File: src/hw/rtl/ptom_ram.sv
// generic single-write, single-read synchronous ram with registered read data
module ptom_ram #(
  parameter int WIDTH = 32,
  parameter int DEPTH = 64
) (
  input  logic                     clk,
  input  logic                     we,
  input  logic [$clog2(DEPTH)-1:0] waddr,
  input  logic [WIDTH-1:0]         wdata,
  input  logic                     re,
  input  logic [$clog2(DEPTH)-1:0] raddr,
  output logic [WIDTH-1:0]         rdata
);

  logic [WIDTH-1:0] mem [DEPTH];

  always_ff @(posedge clk) begin
    if (we) begin
      mem[waddr] <= wdata;
    end
  end

  always_ff @(posedge clk) begin
    if (re) begin
      rdata <= mem[raddr];
    end
  end

endmodule

File: config.mk
export PLATFORM = sky130hd
export DESIGN_NAME = ptom_ram
export DESIGN_NICKNAME = d
export VERILOG_FILES = /design/src/hw/rtl/ptom_ram.sv
export SDC_FILE = /design/constraint.sdc
export NUM_CORES = 2
export LEC_CHECK = 0
export BUFFER_PORTS_ARGS = -buffer_cell sky130_fd_sc_hd__clkbuf_2
export CORE_ASPECT_RATIO = 1.75
export CORE_MARGIN = 1.5
export CORE_UTILIZATION = 55
export DETAILED_ROUTE_END_ITERATION = 16
export PLACE_DENSITY = 0.78
export SETUP_SLACK_MARGIN = 0.15
export SLEW_MARGIN = 40
export SYNTH_ARGS = -nofsm -noshare
export SYNTH_HDL_FRONTEND = slang
export SYNTH_SLANG_ARGS = --single-unit
File: constraint.sdc
create_clock -name clk -period 9 [get_ports clk]
set_clock_uncertainty 0.2 [all_clocks]
set_input_delay 2.7 -clock clk [delete_from_list [all_inputs] [get_ports clk]]
set_output_delay 2.7 -clock clk [all_outputs]
set_load 0.005 [all_outputs]
== After elaboration in Yosys (flattened, before gate mapping) ==
Memory sizes are Yosys's and may differ from the RTL's. A register that Yosys moved wholly into a read port is not among the register bits.
Cells that the tools add are included.
W data, S select, Z words.

* Register bits after elaboration: 0
* Memory bits (writable): 2,048
* Input port bits: 47
* Output and inout bits: 32
* Word-level logic and storage cells: 3
* Memories kept: 1

{| class="wikitable"
|+ Memories
! name !! words !! width !! read ports !! clocked after Yosys merged registers in !! wr ports !! line !! text
|-
| mem || 64 || 32 || 1 || 1 || 1 || 15 || <nowiki>logic [WIDTH-1:0] mem [DEPTH];</nowiki>
|}

* Mux-type cells: 2

{| class="wikitable"
|+ Operator list
! operator !! number
|-
| $mux W1 || 2
|}

== Depth between registers and ports, before layout ==
* Depth after elaboration: 2
* Mapped depth: 10
* Gate-level depth less buffers: 5

== Worst setup path before layout ==
OpenSTA, ideal clock, no wires.

* Path type: input to register
* Start point: input waddr[3]
* End point: memory mem[48][0] (enable)
* Library setup time: 461 ps
* Arrival time: 5,399 ps
* Data required time: 8,339 ps
* Setup slack: 2,940 ps
* Stages: 4
* Path through: clkbuf_1 -> nor2b_1 -> nand4b_1 -> nor3_1

{| class="wikitable"
|+ RTL lines
! what !! line !! text
|-
| start, declared || 8 || <nowiki>input logic [$clog2(DEPTH)-1:0] waddr,</nowiki>
|-
| end, declared || 15 ||
|}

Straight into the memory's write port.

==> flow_metrics.tcl <==
set metrics [dict create \
    status "complete, no violations" \
    cp_data_required_time_ns 9.32 \
    h-tree-depth 4 \
    grt_setup_unrepaired "false" \
    synth.yosys.seq_area_share_pct 79.2 \
    power.switching_uw 4030 \
    cts_tree "done" \
    io_pins 79 \
    vias 37900 \
    wl_per_cell_um 37.4 \
    numClockSinks 2080 \
    worstSetupPathType "input port to register" \
    regToRegSetupSlack_ns 6.25 \
    holdCritPathClass "register to register" \
    min_period_ns 5.73 \
    post_drt_via_cell_ratio 6.88 \
    cpPeakStageDelay_ns 0.59 \
    yosys_most_used_dff "edfxtp_1" \
    wirelength_mm 206 \
    start_kind "input port" \
    swShare_pct 21.2 \
    r2r-end "rdata[7]" \
    first_pass_iters 7 \
    antenna_found_initial 7 \
    cts_buffers 164 \
    place.gp.congestion 0.872 \
    die_x_um 289 \
    holdPathEnd "rdata[17]" \
    ir_drop_mv 0.213 \
    relSlewSlack_pct 39.6 \
    worst_ep_arrival_time_ns 6.05 \
    r2r_cells 5 \
    drive_above_1_share_pct 29.0 \
    p_clk_share_pct 37.8 \
    fmax_mhz 174 \
    fin_crit_sh_pct 63.7 \
    grt_max_degree 82 \
    power_frac_seq_pct 56.8 \
    synth_cells 3324 \
    dpl.hpwl_mm 106 \
    cts.hold.buffers_added 0 \
    synthTopCellsByCount "edfxtp_1 (2080), mux4_2 (544), nor2_1 (137)" \
    areaGrowthSynthToFinish_pct 11.1 \
    internal_power_uw 14900 \
    dp.cells 5203 \
    start_util_pct 55.4 \
    avgSynthCellArea_sq_um 23.7 \
    power.density_mw_per_mm2 217 \
    syn_area_sq_mm 0.0788 \
    synth_edf_count 2080 \
    cts_root_buf "clkbuf_16" \
    place.port_buffers 78 \
    tns_ns 0 \
    dieArea_sq_mm 0.146 \
    path_clk_slew_ns 0.07 \
    rows 183 \
    tightest_slew_ns 0.906 \
    synth.top_cell.area_share_pct 79.2 \
    setup_viol 0 \
    maxCapViolCount 0 \
    hold_viol_final 0 \
    grt_pass1_wl_mm 290 \
    crit_buf_inv 4 \
    syn-num-nets 3371 \
    instances_no_fill 5505 \
    ys_ff_latch 2080 \
    nNetsFinal 3568 \
    grt_usage_pct 28.9 \
    ys_top_cells_by_area "edfxtp_1 (79%), mux4_2 (16%), mux2i_1 (1.2%)" \
    clk_latency_ns 0.82 \
    fp.coreArea_sq_mm 0.142 \
    power_frac_comb_pct 5.4 \
    hp-start "mem[13][17]" \
    drc 0 \
    holdPathStages 4 \
    synth_warnings 0 \
    worstPathMaxFanout 43 \
    synth-async-reset-ratio_pct 0 \
    grt_pass1_vias 38900 \
    synth_largest_area_cell "edfxtp_1" \
    rr_startpoint "mem[15][7]" \
    clk_path_buf_depth 3 \
    crit_chain "buf_8, buf_16, buf_4, buf_4, mux4_2, o22ai_1, nor2_1, a21oi_1, nor2_1" \
    final_antenna_net_count 0 \
    cts_resized 0 \
    yosysMostFrequentCell "edfxtp_1" \
    p_leak_uw 0.0270 \
    fill_cells 8886 \
    crit_slowest_cell "buf_4" \
    die_h_um 504 \
    cp-end-kind "register" \
    cts_setup_buffers 0 \
    maxSlewViolCount 0 \
    cp_top_family "buffers and inverters" \
    synth_cell_types 33 \
    drtIter0Drc 5089 \
    grt_overflow_total 0 \
]
[final cells by class]
type | count | area [sq um] | area share, %
flip-flops and latches | 2080 | 62500 | 71.3
multi-input cells | 1062 | 16000 | 18.3
clock buffers | 195 | 4260 | 4.87
well taps | 1850 | 2310 | 2.64
repair buffers | 213 | 1600 | 1.82
clock inverters | 101 | 926 | 1.06
diodes | 4 | 10.0 | 0.0114
[placed cells by master, fill, tap and decap left out, types with 5 or more instances in the layout]
cell type,count
mux4_2,544
o221ai_1,27
a21oi_1,60
buf_4,122
clkbuf_16,166
o22ai_1,84
a22oi_1,12
clkinvlp_4,7
inv_6,7
nand2_1,25
nand2b_1,6
clkbuf_1,29
nand3b_1,5
bufinv_16,16
edfxtp_1,2080
nor2_1,74
clkinv_1,42
buf_12,10
clkbuf_2,70
mux2i_1,93
a311oi_1,7
nor2b_1,14
nor2_4,62
clkinv_2,24
nor3_1,5
[kinds of logic (layout without fill, tap and decap cells)]
logic type             after synthesis  after routing  synth area share (%)
buffers and inverters              182            509                  1.12
other                                0              4                     0
AND/OR/NAND/NOR                    223            223                  1.26
multiplexers                       637            637                  16.7
flip-flops                        2080           2080                  79.2
AO/OA/AOI/OAI                      202            202                  1.67
[stage by stage]
stage / hold WS [ns] / worst slack (ns) / utilization [%] / cell area [sq um] / total power, uW
2_1_floorplan: 0.550 / 2.94 / - / 78800 / 11500
3_3_place_gp: 0.611 / 2.48 / 57.9 / 82300 / 12000
3_5_place_dp: 0.619 / 2.54 / 57.9 / 82300 / 12000
4_1_cts: 0.627 / 3.34 / 61.6 / 87500 / 19000
5_1_grt: 0.674 / 3.11 / 61.6 / 87600 / 19400
6_report: 0.618 / 3.27 / 61.6 / 87600 / 19000
[flip-flops by register name, summed over array words and instances, names as in the netlist]
| register | count |
|---|---|
| mem | 2048 |
| rdata | 32 |
[tightest hold or removal path, cell delays in order, from the launching register on]
cell      delay (ns)
edfxtp_1        0.32
mux2i_1         0.06
nand2_1         0.06
a311oi_1        0.11
nor3_1          0.15
[metal layers]
metal	track usage, %	wire [um]	vias to the layer above
met4	19.5	17100	4
met5	0	20	-
met1	35.4	64600	19800
li1	-	-	14600
met2	47.0	103000	2823
met3	5.21	21300	624
[power by group through the flow]
stage	clock [uW]	sequential, uW	combinational, uW
finish	7170	10800	1030
global route	7530	10800	1060
CTS	7210	10800	1020
detailed placement	0	11000	1000
global placement	0	11000	982
floorplan	0	11000	522
[worst max-delay path by stage]
| stage | startpoint | end | slack, ns | cells after the start |
|---|---|---|---|---|
| final | raddr[0] | rdata[22] | 3.27 | 9 |
| after global placement | raddr[0] | rdata[22] | 2.48 | 8 |
| after global routing | raddr[0] | rdata[22] | 3.11 | 9 |
| after CTS | raddr[0] | rdata[22] | 3.34 | 9 |
| after detailed placement | raddr[0] | rdata[7] | 2.54 | 8 |
| after floorplan | waddr[3] | mem[48][0] | 2.94 | 4 |
Note: power is estimated with default switching activity, not from simulation.
